### config.mk
export PLATFORM = sky130hd
export DESIGN_NAME = mos_cell
export DESIGN_NICKNAME = d
export VERILOG_FILES = /design/src/hdl/mos_pkg.sv /design/src/hdl/mos_cell.sv
export SDC_FILE = /design/constraint.sdc
export NUM_CORES = 1
export LEC_CHECK = 0
export BUFFER_PORTS_ARGS = -buffer_cell sky130_fd_sc_hd__buf_2
export CAP_MARGIN = 25
export CORE_UTILIZATION = 30
export DETAILED_ROUTE_END_ITERATION = 12
export HOLD_SLACK_MARGIN = 0.12
export SLEW_MARGIN = 20
export SYNTH_ARGS = -nofsm -noshare
export SYNTH_HDL_FRONTEND = slang
export SYNTH_SLANG_ARGS = --single-unit
### constraint.sdc
create_clock -name clk -period 5 [get_ports clk]
set_input_delay 0.25 -clock clk [delete_from_list [all_inputs] [get_ports clk]]
set_output_delay 0.25 -clock clk [all_outputs]
set_load 0.01 [all_outputs]
### src/hdl/mos_pkg.sv
// Package for the median block: item types and the cell command codes.
package mos_pkg;

  // One input item.
  typedef struct packed {
    logic               has_value;
    logic signed [31:0] sample;
    logic               is_last;
  } in_item_t;

  // One result item.
  typedef struct packed {
    logic signed [32:0] median_doubled;
    logic [6:0]         item_count;
    logic               set_empty;
    logic               overflowed;
  } out_item_t;

  // Command broadcast to every cell of the chain.
  typedef enum logic [1:0] {
    CELL_HOLD,
    CELL_INSERT,
    CELL_SHIFT,
    CELL_CLEAR
  } cell_op_t;

  // Sequencer states.
  typedef enum logic [1:0] {
    ST_IDLE,
    ST_SHIFT,
    ST_EMIT
  } state_t;

  // Width of a stored value.
  localparam int VALUE_W = 32;

endpackage

### src/hdl/mos_cell.sv
// One cell of the sorted chain: holds one value and its valid bit.
module mos_cell (
  input  logic                               clk,
  input  logic                               rst_n,
  input  mos_pkg::cell_op_t                  op,
  input  logic signed [mos_pkg::VALUE_W-1:0] ins_val,
  input  logic                               prev_valid,
  input  logic                               prev_gt,
  input  logic signed [mos_pkg::VALUE_W-1:0] prev_val,
  input  logic                               next_valid,
  input  logic signed [mos_pkg::VALUE_W-1:0] next_val,
  output logic                               valid,
  output logic                               gt,
  output logic signed [mos_pkg::VALUE_W-1:0] val
);

  logic                               valid_r;
  logic                               valid_nxt;
  logic signed [mos_pkg::VALUE_W-1:0] val_r;
  logic signed [mos_pkg::VALUE_W-1:0] val_nxt;

  // A held value greater than the new one must move up by one place.
  assign gt = valid_r && (val_r > ins_val);

  // Next contents for each command.
  always_comb begin
    valid_nxt = valid_r;
    val_nxt   = val_r;
    case (op)
      mos_pkg::CELL_INSERT: begin
        // Take the neighbor's value if it also moves, else the new value.
        if (gt || (!valid_r && prev_valid)) begin
          val_nxt   = prev_gt ? prev_val : ins_val;
          valid_nxt = 1'b1;
        end
      end
      mos_pkg::CELL_SHIFT: begin
        val_nxt   = next_val;
        valid_nxt = next_valid;
      end
      mos_pkg::CELL_CLEAR: begin
        valid_nxt = 1'b0;
      end
      default: begin
        valid_nxt = valid_r;
      end
    endcase
  end

  // Valid bit is control state and resets; the value does not.
  always_ff @(posedge clk) begin
    if (!rst_n) begin
      valid_r <= 1'b0;
    end else begin
      valid_r <= valid_nxt;
    end
  end

  always_ff @(posedge clk) begin
    val_r <= val_nxt;
  end

  assign valid = valid_r;
  assign val   = val_r;

endmodule
* Word level (Yosys, flattened, before mapping) *
Cells that the tools add are included.

operators by class
  reduce and logical (&&, ||, !) cells = 8
  multiplexer cells = 5
  magnitude comparators = 1
  eq/ne operators = 4

operator list
  kind                                            number
  two-way mux 32 bit                              2
  one-hot mux 32 bit (2 select lines)             1
  > comparator 32 bit                             1
  == test 2 bit (second input constant)           2
  AND reduction 2 bit                             2
  one-hot mux 1 bit (3 select lines)              1
  nonzero test 3 bit                              1
  == test 2 x 1 -> 1 bit (second input constant)  1
  logical AND 1 bit                               2
  != test 2 bit (second input constant)           1
  nonzero test 2 bit                              1
  logical NOT 1 bit                               1
  logical OR 1 bit                                1
  two-way mux 1 bit                               1

word-level totals
  flip-flop bits (word level) = 33
  logic and storage cells = 20
  bits of input ports = 103

* Longest topological paths before layout *
Gate-level depths: netlist (run 1).

  depth after elaboration = 5
  gate-level depth with buffers = 8
  gate-level depth less buffers = 8

* Worst setup path before layout (run 1) *
OpenSTA, ideal clock, no wires.

  path type = reg-to-reg
  start = reg val_r, in the netlist val[14]
  end = reg val_r, in the netlist val[0] (enable)
  stages on the path, launching flop included = 8
  required time = 4559 ps
  library setup time = 441 ps
  path slack = 670 ps
  arrival = 3889 ps
  cell sequence = edfxtp_1 -> ha_1 -> a21oi_1 -> nand2_1 -> a221o_1 -> o31a_1 -> or4b_4 -> a31oi_1

between the ends
  cells in the longest elaborated chain, start to end = 5

RTL lines
  what                                  RTL line        source
  from (decl)                           mos_cell.sv:19  logic signed [mos_pkg::VALUE_W-1:0] val_r;
  from (signal assigned)                mos_cell.sv:60  val_r <= val_nxt;
  > comparator 32 bit                   mos_cell.sv:23  assign gt = valid_r && (val_r > ins_val);
  logical AND 1 bit                     mos_cell.sv:23
  logical OR 1 bit                      mos_cell.sv:32  if (gt || (!valid_r && prev_valid)) begin
  != test 2 bit (no source line)        -
  AND reduction 2 bit (no source line)  -

No other way between the ends.
A chain may end at the register's enable or synchronous reset.

* Worst setup path in the final report (run 1) *
  start = reg val_r, in the netlist val[5]
  end = reg val_r, in the netlist val[31] (enable)

The elaborated chain is that of the path after synthesis.

==> summary by stage, run 1 <==
Outcome
The flow ran to the end, and the final reports show no timing, DRC or antenna violations.

GRT
Summed over all layers, the global routing overflow is 0. For this run, the total global-route usage over all layers was measured as 14.8%. The via count of the first global-routing pass is 2,229.

The initial antenna violation count is 0. The first global-routing pass estimated 9.95 mm of wire. Entering global routing, the biggest net connects 66 pins.

Worst setup path
The worst register-to-register path begins at val[5]. The worst setup path endpoint is val[31]. The slack of the worst reg-to-reg path is 1700 ps.

The startpoint class of the critical path is a flip-flop. In this run the number of cells on the critical path is 8. The capturing element type of the critical path is a flip-flop. The signal on the critical path passes through ha_1 > a21oi_1 > o21ai_0 > a221o_1 > o31a_1 > or4b_4 > a31oi_4 > buf_16. The critical path's slowest cell is a31oi_4. The data required time of the worst path is 4990 ps. The endpoint identified for the worst register-to-register timing path is val[31].

Along the worst path, the maximum fanout reaches 17. The critical path is of the flip-flop to flip-flop type. For the worst flop-to-flop path, the logic depth is 8. The number of buffers and inverters on the critical path is 1. The data arrival at the endpoint of the critical path is 3290 ps. The first element of the critical path is val[5]. Among cell families on the critical path, the largest total delay comes from compound AO/OA/AOI/OAI gates.

The highest cell delay on the worst timing path is 610 ps.

Logic synthesis
The warning count from the yosys run is 0. In this run the cell area of the synthesized design comes to 2490 sq um. Counting every net in the synthesized netlist gives 400.

The part of the Yosys area used for sequential elements is 39.4%. The synthesized area per cell is 9.40 sq um. The synthesis-stage register bit count is 33. Synthesis instantiated 27 different standard cells from the library. The number of instances in the synthesized netlist is 265.

Pwr
The leakage power total is 1.71 nW. For this design the ratio of total power to cell area is 228 nW/um^2. The design draws 0.000775 W.

The largest voltage drop on the vdd net is 0.126 mV.

Detailed routing
The pre-antenna-repair detailed-routing pass consisted of 4 iterations. Once detail routing completed, the nets flagged for antenna violations numbered 0. The total length of routed wires is 6.40 mm. In the final routed layout, each cell accounts on average for 12.8 um. The DRC violation count after routing is 0. The post-detailed-route via-to-cell ratio is 4.67. The first routing iteration left 52 violations.

Detailed routing inserted a total of 2,344 vias.

Floorplanning
The floorplan step defined a die boundary enclosing 8670 sq um. The top-level port count is 137. The floorplan has 32 rows. The starting density of the core is 31.6%. The core region is 7890 sq um.

The floorplan step set the die height to 93.1 um. The floorplan step set the die width to 93.1 um.

STA
The final-report setup violation count is 0. The count of endpoints failing hold in the final timing report is 0. Summed over all failing endpoints, the final setup total negative slack is 0 ps. The headroom to the max-slew limit is 35.6%. Setup repair after global routing left no endpoint under its margin. The fmax is 303 MHz. The routed design could run at a clock period as short as 3300 ps. The number of pins with negative max-slew slack in the final report is 0.

The transition at the pin with the smallest max-transition slack is 966 ps. The final critical-path share of the clock period is 66.0%. The maximum clock skew at final layout is 2.05 ps.

Finish
The diode insertion count for antenna repair is 0. Of the cells placed in the final design, the portion with a size suffix greater than 1 is 36.5%. From synthesis to final layout, the design area changed by 36.3%.

The fill cell total of the finished layout is 795. The final layout contains 534 nets.

Clock network
The root buffer selected by CTS is clkbuf_8. The clock tree synthesis step divided the H-tree into 2 levels. Buffers inserted to repair hold after CTS numbered 0. Clock-pin slew was measured on the worst setup and hold paths at 70 ps. Clock tree synthesis inserted a total of 5 buffers.

The clock drives 33 sinks. For the worst-skew pair, the clock arrives at the later sink with an insertion delay of 270 ps. The post-CTS resize count is 0. The maximum number of buffers from clock root to sink is 2. The number of setup buffers added after CTS is 0. TritonCTS built the clock tree.

Min path
In this run the worst hold path is classified as input pin to flip-flop.

Flow run
The number of maximum-capacitance constraint violations is 0.

Placement
The routability congestion estimate from global placement is 0.740. The HPWL reported at the end of detailed placement is 5.25 mm. The number of port buffers is 136.
[synthesized netlist by cell type]
library cell	number	area share, %
or4b_4	1	0.55
clkbuf_1	8	1.2
nor3_1	1	0.20
nand3_1	3	0.60
nand4_1	8	2.0
o31a_1	1	0.35
mux2i_1	32	13
ha_1	32	16
dfxtp_1	1	0.80
and2_1	1	0.25
a211oi_1	1	0.30
nor4_1	1	0.25
nor2_1	4	0.60
a21o_1	1	0.30
nor2b_1	2	0.50
buf_1	3	0.45
xnor2_1	1	0.35
inv_1	33	5.0
nand2_1	41	6.2
o21ai_0	36	7.2
a221oi_1	1	0.35
a2111oi_0	1	0.35
a21oi_1	14	2.8
edfxtp_1	32	39
o211ai_1	3	0.90
a31oi_1	2	0.50
a221o_1	1	0.40
[cells in the final DEF, fill, tap and decap left out]
| master | instances |
|---|---|
| a2111oi_0 | 1 |
| a211oi_1 | 1 |
| a21o_1 | 1 |
| a21oi_1 | 14 |
| a221o_1 | 1 |
| a221oi_1 | 1 |
| a31oi_1 | 1 |
| a31oi_4 | 1 |
| and2_1 | 1 |
| buf_16 | 1 |
| buf_2 | 136 |
| buf_4 | 1 |
| clkbuf_1 | 3 |
| clkbuf_8 | 5 |
| dfxtp_1 | 1 |
| edfxtp_1 | 32 |
| ha_1 | 32 |
| inv_1 | 33 |
| mux2i_1 | 32 |
| nand2_1 | 41 |
| nand3_1 | 3 |
| nand4_1 | 8 |
| nor2_1 | 4 |
| nor2b_1 | 1 |
| nor2b_4 | 1 |
| nor3_1 | 1 |
| nor4_1 | 1 |
| o211ai_1 | 3 |
| o21ai_0 | 36 |
| o31a_1 | 1 |
| or4b_4 | 1 |
| xnor2_1 | 1 |
[registers in the layout, indices dropped and copies added, names as in the netlist]
signal  cells
valid       1
val        32
[area by class of cell]
cell class,count,area (sq um),area share [%]
well taps,102,128,3.76
clock buffers,8,80.1,2.36
repair buffers,138,716,21.1
inverters,33,124,3.65
multi-input cells,188,1370,40.3
flip-flops and latches,33,981,28.9
[metrics by stage]
step | util (%) | hold WS, ps | area, sq um | worst slack [ps] | cells
CTS | 43.0 | 162 | 3390 | 1650 | 502
global route | 43.0 | 174 | 3390 | 1520 | 502
finish | 43.0 | 175 | 3390 | 1700 | 502
global placement | 41.7 | 457 | 3290 | 1540 | 493
detailed placement | 42.0 | 456 | 3310 | 1650 | 494
floorplan | - | 372 | 2490 | 670 | 265
[power by group]
| group | internal, W | leakage, nW | switching, W |
|---|---|---|---|
| logic | 0.000107 | 1.35 | 0.000124 |
| registers | 0.000340 | 0.317 | 0.0000131 |
| clock network | 0.0000989 | 0.0395 | 0.0000917 |
| total | 0.000547 | 1.71 | 0.000229 |
[worst min-delay path by stage]
stage,startpoint,to,slack (ps),cells past startpoint
finish,rst_n,valid,170,2
global route,rst_n,valid,170,2
CTS,rst_n,valid,160,2
detailed placement,rst_n,valid,460,2
global placement,rst_n,valid,460,2
floorplan,rst_n,valid,370,1
[per-layer routing]
metal / up-vias / GRT usage [%] / wire length [um]
met5: - / 0 / 0
li1: 1220 / - / -
met4: 0 / 4.36 / 105
met3: 6 / 3.33 / 410
met1: 1034 / 19.4 / 2920
met2: 84 / 24.1 / 2960
[cells by family after synthesis]
family                   synth area share, %
AND/OR/NAND/NOR                         11.2
AO/OA/AOI/OAI                           13.5
buffers and inverters                   6.63
flip-flops                              39.4
multiplexers                            12.9
adder cells (fa/ha/maj)                 16.1
XOR/XNOR                               0.352
(Power assumes the default switching activity.)
==> run 2, diff against run 1 <==
Clock period 5 ns to 3.4 ns, I/O delays scaled along.
==> summary by stage, run 2 (synthesized netlist as in run 1, its figures left out) <==
Outcome
The run finished with clean final reports.

Clock network
The total clock sinks was 33 (unchanged). The insertion delay to the later sink of the worst-skew pair came to 280 ps (about the same). The H-tree depth reported by CTS is 2 (unchanged). The number of clock buffers inserted by TritonCTS is 5 (unchanged). The clock tree from TritonCTS is done.

The cell sitting at the root of the clock tree is a clkbuf_8. The number of setup buffers added after CTS came to 0 (unchanged). The maximum number of buffers from clock root to sink is 2 (unchanged). The clock input transition at the sequential cells of the worst setup and hold paths came to 70 ps (about the same).

Floorplanning
The die height is 93.1 um (unchanged). The top-level port count was 137 (unchanged). The floorplan die width is 93.1 um (unchanged).

The starting density of the core is 31.6% (unchanged). The site row count is 32 (unchanged). The die outline area is 8670 sq um (unchanged). The total core area is 7890 sq um (unchanged).

Worst setup path
The data required time of the worst path is 3360 ps (-1630 ps). In this run the critical register-to-register path is captured at val[24]. The worst reg-to-reg path cell count is 8 (unchanged). The highest cell delay on the worst timing path is 540 ps (-70 ps). The highest fanout seen on the critical path is 19 (+2). The count of buffer and inverter cells on the critical path is 1 (unchanged).

Walking the worst path, the cells encountered are ha_1 > a21oi_1 > o21ai_0 > a221o_1 > o31a_1 > or4b_4 > a31oi_4 > buf_4. The startpoint class of the critical path is a flip-flop. The data arrival at the endpoint of the critical path is 2920 ps (-370 ps). STA classifies the critical path endpoint as a flip-flop. The slack of the worst reg-to-reg path is 440 ps (-1260 ps). The critical path's slowest cell is or4b_4. The source of the worst register-to-register timing path is val[7]. On the critical path the largest part of the delay comes from compound AO/OA/AOI/OAI gates. The classification of the worst setup path is flip-flop to flip-flop.

STA
The final critical-path required period is 2960 ps (-341 ps). The fmax is 338 MHz (+12%). The final-report setup violation count was 0 (unchanged). The sum of negative setup slack was 0 ps (unchanged).

The number of pins with negative max-slew slack in the final report came to 0 (unchanged). The final critical-path share of the clock period is 87.1% (+21 points). The headroom to the max-slew limit is 35.6% (-0.049 points). The worst-case setup margin in the final layout was 439 ps (-1260 ps). The count of endpoints failing hold in the final timing report was 0 (unchanged). Setup repair after global routing left no endpoint under its margin.

The maximum clock skew at final layout is 5.75 ps (+3.70 ps). The transition at the pin with the smallest max-transition slack is 966 ps (+0.738 ps).

Min path
The end point of the most critical hold path is val[21]. The worst hold path belongs to the class input pin to flip-flop. In this run the most critical hold path is launched from next_val[21]. The cell depth of the worst min-delay path was 3 (+1).

Finish
The multi-input gate area in the final layout is 1370 sq um (unchanged). The share of cells above drive strength 1 was 36.6% (+0.067 points). The leading cell type in the layout, fill and taps excluded is buf_2.

The flip-flop count of the largest register, all copies and words added is 32 (unchanged). The fill cell total of the finished layout was 814 (+2.4%). The diode insertion count for antenna repair is 0 (unchanged). The register area is 981 sq um (unchanged). The net count of the finished layout is 536 (+0.37%). The layout overhead on the synthesized area is 36.2% (about the same). The top cell types in the final layout, fill and taps aside, are buf_2 (136), nand2_1 (41), o21ai_0 (36).

Detailed routing
The routed length per placed instance came to 13.0 um (+1.9%). The number of detailed-route iterations in the first pass was 4 (unchanged). The post-detailed-route via-to-cell ratio came to 4.65 (-0.44%). The starting DRC count in detailed routing is 49 (-5.8%). The total length of routed wires is 6.55 mm (+2.3%).

The DRC violation count after routing is 0 (unchanged). The remaining number of nets flagged by the antenna check after routing was 0 (unchanged). The count of vias placed by the detailed router was 2,343 (-0.043%).

Pwr
The internal power consumption is 0.000801 W (+46%). The largest voltage drop on the vdd net is 0.138 mV (+9.5%). The switching share of power is 29.6% (+0.11 points).

The net switching power of the design came to 0.000337 W (+47%). The leakage power total is 1.71 nW (+0.10%). The clock share of power is 24.6% (about the same). The total power per unit cell area is 335 nW/um^2 (+47%). The sequential power share is 45.7% (about the same). The combinational cell fraction of total power is 29.7% (about the same).

GRT
The largest net degree at the start of global routing is 39 (-41%). The wire length of the first global-routing pass is 10.3 mm (+3.3%). The initial antenna violation count is 0 (unchanged). The remaining global-route overflow was 0 (unchanged). The via count of the first global-routing pass is 2,195 (-1.5%). The total routing usage reported by global routing is 15.2% (+0.46 points).

Placement
The number of port buffers came to 136 (unchanged). The routability congestion estimate from global placement was 0.727 (-1.8%). The HPWL reported at the end of detailed placement came to 5.38 mm (+2.5%).

The post-placement setup slack was 425 ps (-1230 ps).

Flow run
The number of maximum-capacitance constraint violations was 0 (unchanged).
-- run 2: cell types whose count changed in the layout (fill, tap and decap cells not counted) --
cell | previous run | this run
buf_4 | 1 | 3
buf_16 | 1 | 0
dlygate4sd3_1 | 0 | 1
-- run 2: how the worst max path moves through the flow --
stage	slack, ps	from	cells past startpoint	end
finish	440	val[7]	8	val[24]
detailed placement	430	val[7]	8	val[25]
global placement	500	val[7]	8	val[24]
CTS	410	val[7]	8	val[25]
floorplan	270	val[14]	7	val[0]
global route	300	val[7]	8	val[30]
-- run 2: final cells by class --
type                            count  area share [%]
Multi-Input combinational cell    188            40.3
Sequential cell                    33            28.9
Timing Repair Buffer              140            21.0
Tap cell                          102            3.76
Inverter                           33            3.65
Clock buffer                        8            2.36
-- run 2: timing repair --
| item | in CTS | in global routing |
|---|---|---|
| endpoints found under the hold margin | 1 | 0 |
| resized for setup | 0 | 0 |
| hold buffers | 1 | 0 |
-- run 2: power groups by stage --
stage               Sequential [W]  Combinational (W)  Clock (W)
floorplan                 0.000547           0.000166          0
global placement          0.000527           0.000336          0
detailed placement        0.000529           0.000341          0
CTS                       0.000521           0.000343   0.000292
global route              0.000525           0.000384   0.000308
finish                    0.000520           0.000337   0.000280
-- run 2: worst reg2reg max path: stages, from the launching register on --
cell and delay (ps):
edfxtp_1 390, ha_1 330, a21oi_1 160, o21ai_0 130, a221o_1 310, o31a_1 310
or4b_4 540, a31oi_4 170, buf_4 290
-- run 2: metal layers --
metal / vias to the layer above / GRT usage (%) / part of all wire, %
met5: - / 0 / 0
met4: 0 / 3.85 / 0.95
met3: 5 / 4.23 / 6.5
met2: 81 / 24.9 / 46
met1: 1031 / 19.8 / 47
li1: 1226 / - / -
-- run 2: per-stage QoR --
stage | instances | util (%) | power (W) | cell area [sq um] | hold WS (ps)
2_1_floorplan | 265 | - | 0.000713 | 2500 | 292
3_3_place_gp | 495 | 41.9 | 0.000862 | 3300 | 378
3_5_place_dp | 495 | 41.9 | 0.000870 | 3300 | 376
4_1_cts | 504 | 43.0 | 0.00116 | 3390 | 153
5_1_grt | 504 | 43.0 | 0.00122 | 3390 | 161
6_report | 504 | 43.0 | 0.00114 | 3390 | 160
==> run 3, diff against run 2 <==
Settings changed: PLACE_DENSITY set to 0.57, SLEW_MARGIN 20 to unset.
==> summary by stage, run 3 (synthesized netlist as in run 1, its figures left out) <==
Finish
The share of cells above drive strength 1 came to 36.8% (+0.25 points). The register area was 981 sq um (unchanged). The flip-flop count of the largest register, all copies and words added is 32 (unchanged).

The net count of the finished layout was 537 (+0.19%). The non-filler instance count after layout is 504 (unchanged). The multi-input gate area in the final layout is 1370 sq um (unchanged). The diode insertion count for antenna repair was 0 (unchanged). The layout overhead on the synthesized area is 36.4%.

Leaving out fill and tap cells, the most frequent cell in the layout is buf_2. The fill cell total of the finished layout is 771 (-5.3%). In the layout the commonest cells are buf_2 (136), nand2_1 (41), o21ai_0 (36).

STA
The count of endpoints failing hold in the final timing report is 0 (unchanged). The transition at the pin with the smallest max-transition slack came to 979 ps (+12.1 ps). The final critical-path share of the clock period is 89.1% (+2.0 points). The final-report setup violation count is 0 (unchanged). The headroom to the max-slew limit is 34.8% (-0.81 points). The final hold slack is 168 ps (+7.58 ps).

The sum of negative setup slack is 0 ps (unchanged). The final critical-path required period is 3030 ps (+67.6 ps). The fmax is 330 MHz (-2.2%). Setup repair after global routing left no endpoint under its margin. The maximum clock skew at final layout was 3.32 ps (-2.44 ps). The number of pins with negative max-slew slack in the final report came to 0 (unchanged).

Worst setup path
The capturing element type of the critical path is a flip-flop. The source of the worst register-to-register timing path is val[5]. The slack of the worst reg-to-reg path is 370 ps (-70 ps). The logic depth of the worst path, buffers included is 8 (unchanged). The critical path's slowest cell is or4b_4. The data required time of the worst path is 3380 ps (+20 ps). Walking the worst path, the cells encountered are ha_1 > a21oi_1 > o21ai_0 > a221o_1 > o31a_1 > or4b_4 > a31oi_4 > buf_4. The worst setup path is of the flip-flop to flip-flop kind. The data arrival at the endpoint of the critical path is 3010 ps (+90 ps). The first element of the critical path is val[5]. The critical register-to-register path endpoint is val[26].

The worst setup path endpoint is val[26]. The highest fanout seen on the critical path is 10 (-9). The startpoint class of the critical path is a flip-flop. The count of buffer and inverter cells on the critical path is 1 (unchanged). The worst reg-to-reg path cell count was 8 (unchanged). The highest cell delay on the worst timing path came to 540 ps (about the same).

The cell type group with the largest total delay on the critical path is compound AO/OA/AOI/OAI gates.

Pwr
The post-layout total power was 0.00113 W (-0.92%). The leakage power total was 1.72 nW (+0.24%). The total power per unit cell area came to 332 nW/um^2 (-1.0%). The largest voltage drop on the vdd net came to 0.154 mV (+12%).

GRT
The initial antenna violation count is 0 (unchanged). The remaining global-route overflow is 0 (unchanged). The via count of the first global-routing pass is 2,298 (+4.7%). The total routing usage reported by global routing was 15.6% (+0.42 points). The wire length of the first global-routing pass is 10.4 mm (+1.4%). The largest net degree at the start of global routing is 39 (unchanged).

Min path
The min-delay analysis places its worst path in the category input pin to flip-flop.

Clock network
The post-CTS resize count is 0 (unchanged). The H-tree depth reported by CTS is 2 (unchanged). The clock input transition at the sequential cells of the worst setup and hold paths is 60 ps (about the same). The number of clock buffers inserted by TritonCTS was 5 (unchanged). The clock tree from TritonCTS is done. The insertion delay to the later sink of the worst-skew pair was 270 ps (about the same). The root buffer selected by CTS is clkbuf_8. The number of setup buffers added after CTS is 0 (unchanged). The total clock sinks came to 33 (unchanged). The maximum number of buffers from clock root to sink is 2 (unchanged).

Placement
The number of placed instances with taps included is 496 (+0.20%). The number of port buffers is 136 (unchanged). The HPWL reported at the end of detailed placement was 5.61 mm (+4.3%).

The routability congestion estimate from global placement is 0.751 (+3.4%).

Detailed routing
The number of detailed-route iterations in the first pass came to 4 (unchanged). The remaining number of nets flagged by the antenna check after routing is 0 (unchanged). The routed length per placed instance is 13.2 um (+1.7%).

The starting DRC count in detailed routing is 66 (+35%). The count of vias placed by the detailed router is 2,357 (+0.60%). The post-detailed-route via-to-cell ratio was 4.68 (+0.60%). The total length of routed wires is 6.66 mm (+1.7%).

The DRC violation count after routing came to 0 (unchanged).

Outcome
The flow ran to the end, and the final reports show no timing, DRC or antenna violations.

Floorplanning
The starting density of the core is 31.6% (unchanged). The top-level port count is 137 (unchanged). The site row count came to 32 (unchanged). The die outline area is 8670 sq um (unchanged).

The die height is 93.1 um (unchanged). The floorplan die width is 93.1 um (unchanged). The total core area is 7890 sq um (unchanged).

Flow run
The number of maximum-capacitance constraint violations is 0 (unchanged).
## run 3: changes by cell type in the layout (fill, tap and decap cells not counted), sizes merged
cell    delta
buf        +1
clkbuf     -2
clkinv     +1
## run 3: power by group
part           switching, W  internal, W  total [W]
sequential        0.0000202     0.000501   0.000521
clock              0.000127     0.000138   0.000265
combinational      0.000184     0.000157   0.000341
total              0.000331     0.000795    0.00113
## run 3: tightest hold or removal path: stages
cell and delay, ps:
buf_2 80, nand2_1 30, o21ai_0 50
## run 3: area by class of cell
cell class	instances	area share, %
well taps	102	3.76
clock inverters	1	0.111
repair buffers	141	21.2
inverters	33	3.65
multi-input cells	188	40.2
flip-flops and latches	33	28.9
clock buffers	6	2.14
## run 3: timing repair
item                                   4_1_cts  5_1_grt
setup endpoints to repair                    0        0
endpoints found under the hold margin        1        0
hold buffers                                 1        0
## run 3: stage by stage
step | area (sq um) | worst slack, ps | util, %
3_3_place_gp | 3310 | 452 | 42.0
6_report | 3400 | 372 | 43.1
4_1_cts | 3400 | 340 | 43.1
3_5_place_dp | 3310 | 349 | 42.0
2_1_floorplan | 2500 | 267 | -
5_1_grt | 3400 | 224 | 43.1
## run 3: worst min-delay path by stage
| stage | from | depth (start not counted) | end | slack [ps] |
|---|---|---|---|---|
| after detailed placement | rst_n | 2 | valid | 400 |
| final | next_val[19] | 3 | val[19] | 170 |
| after global routing | next_val[16] | 3 | val[16] | 170 |
| after global placement | rst_n | 2 | valid | 390 |
| after CTS | next_val[16] | 3 | val[16] | 160 |
| after floorplan | rst_n | 1 | valid | 290 |
## run 3: layer usage
metal,wire (um),GRT usage [%],up-vias
met3,348,3.25,13
met4,150,6.41,0
met1,2930,19.0,1037
met5,0,0,-
met2,3230,26.8,83
li1,-,-,1224
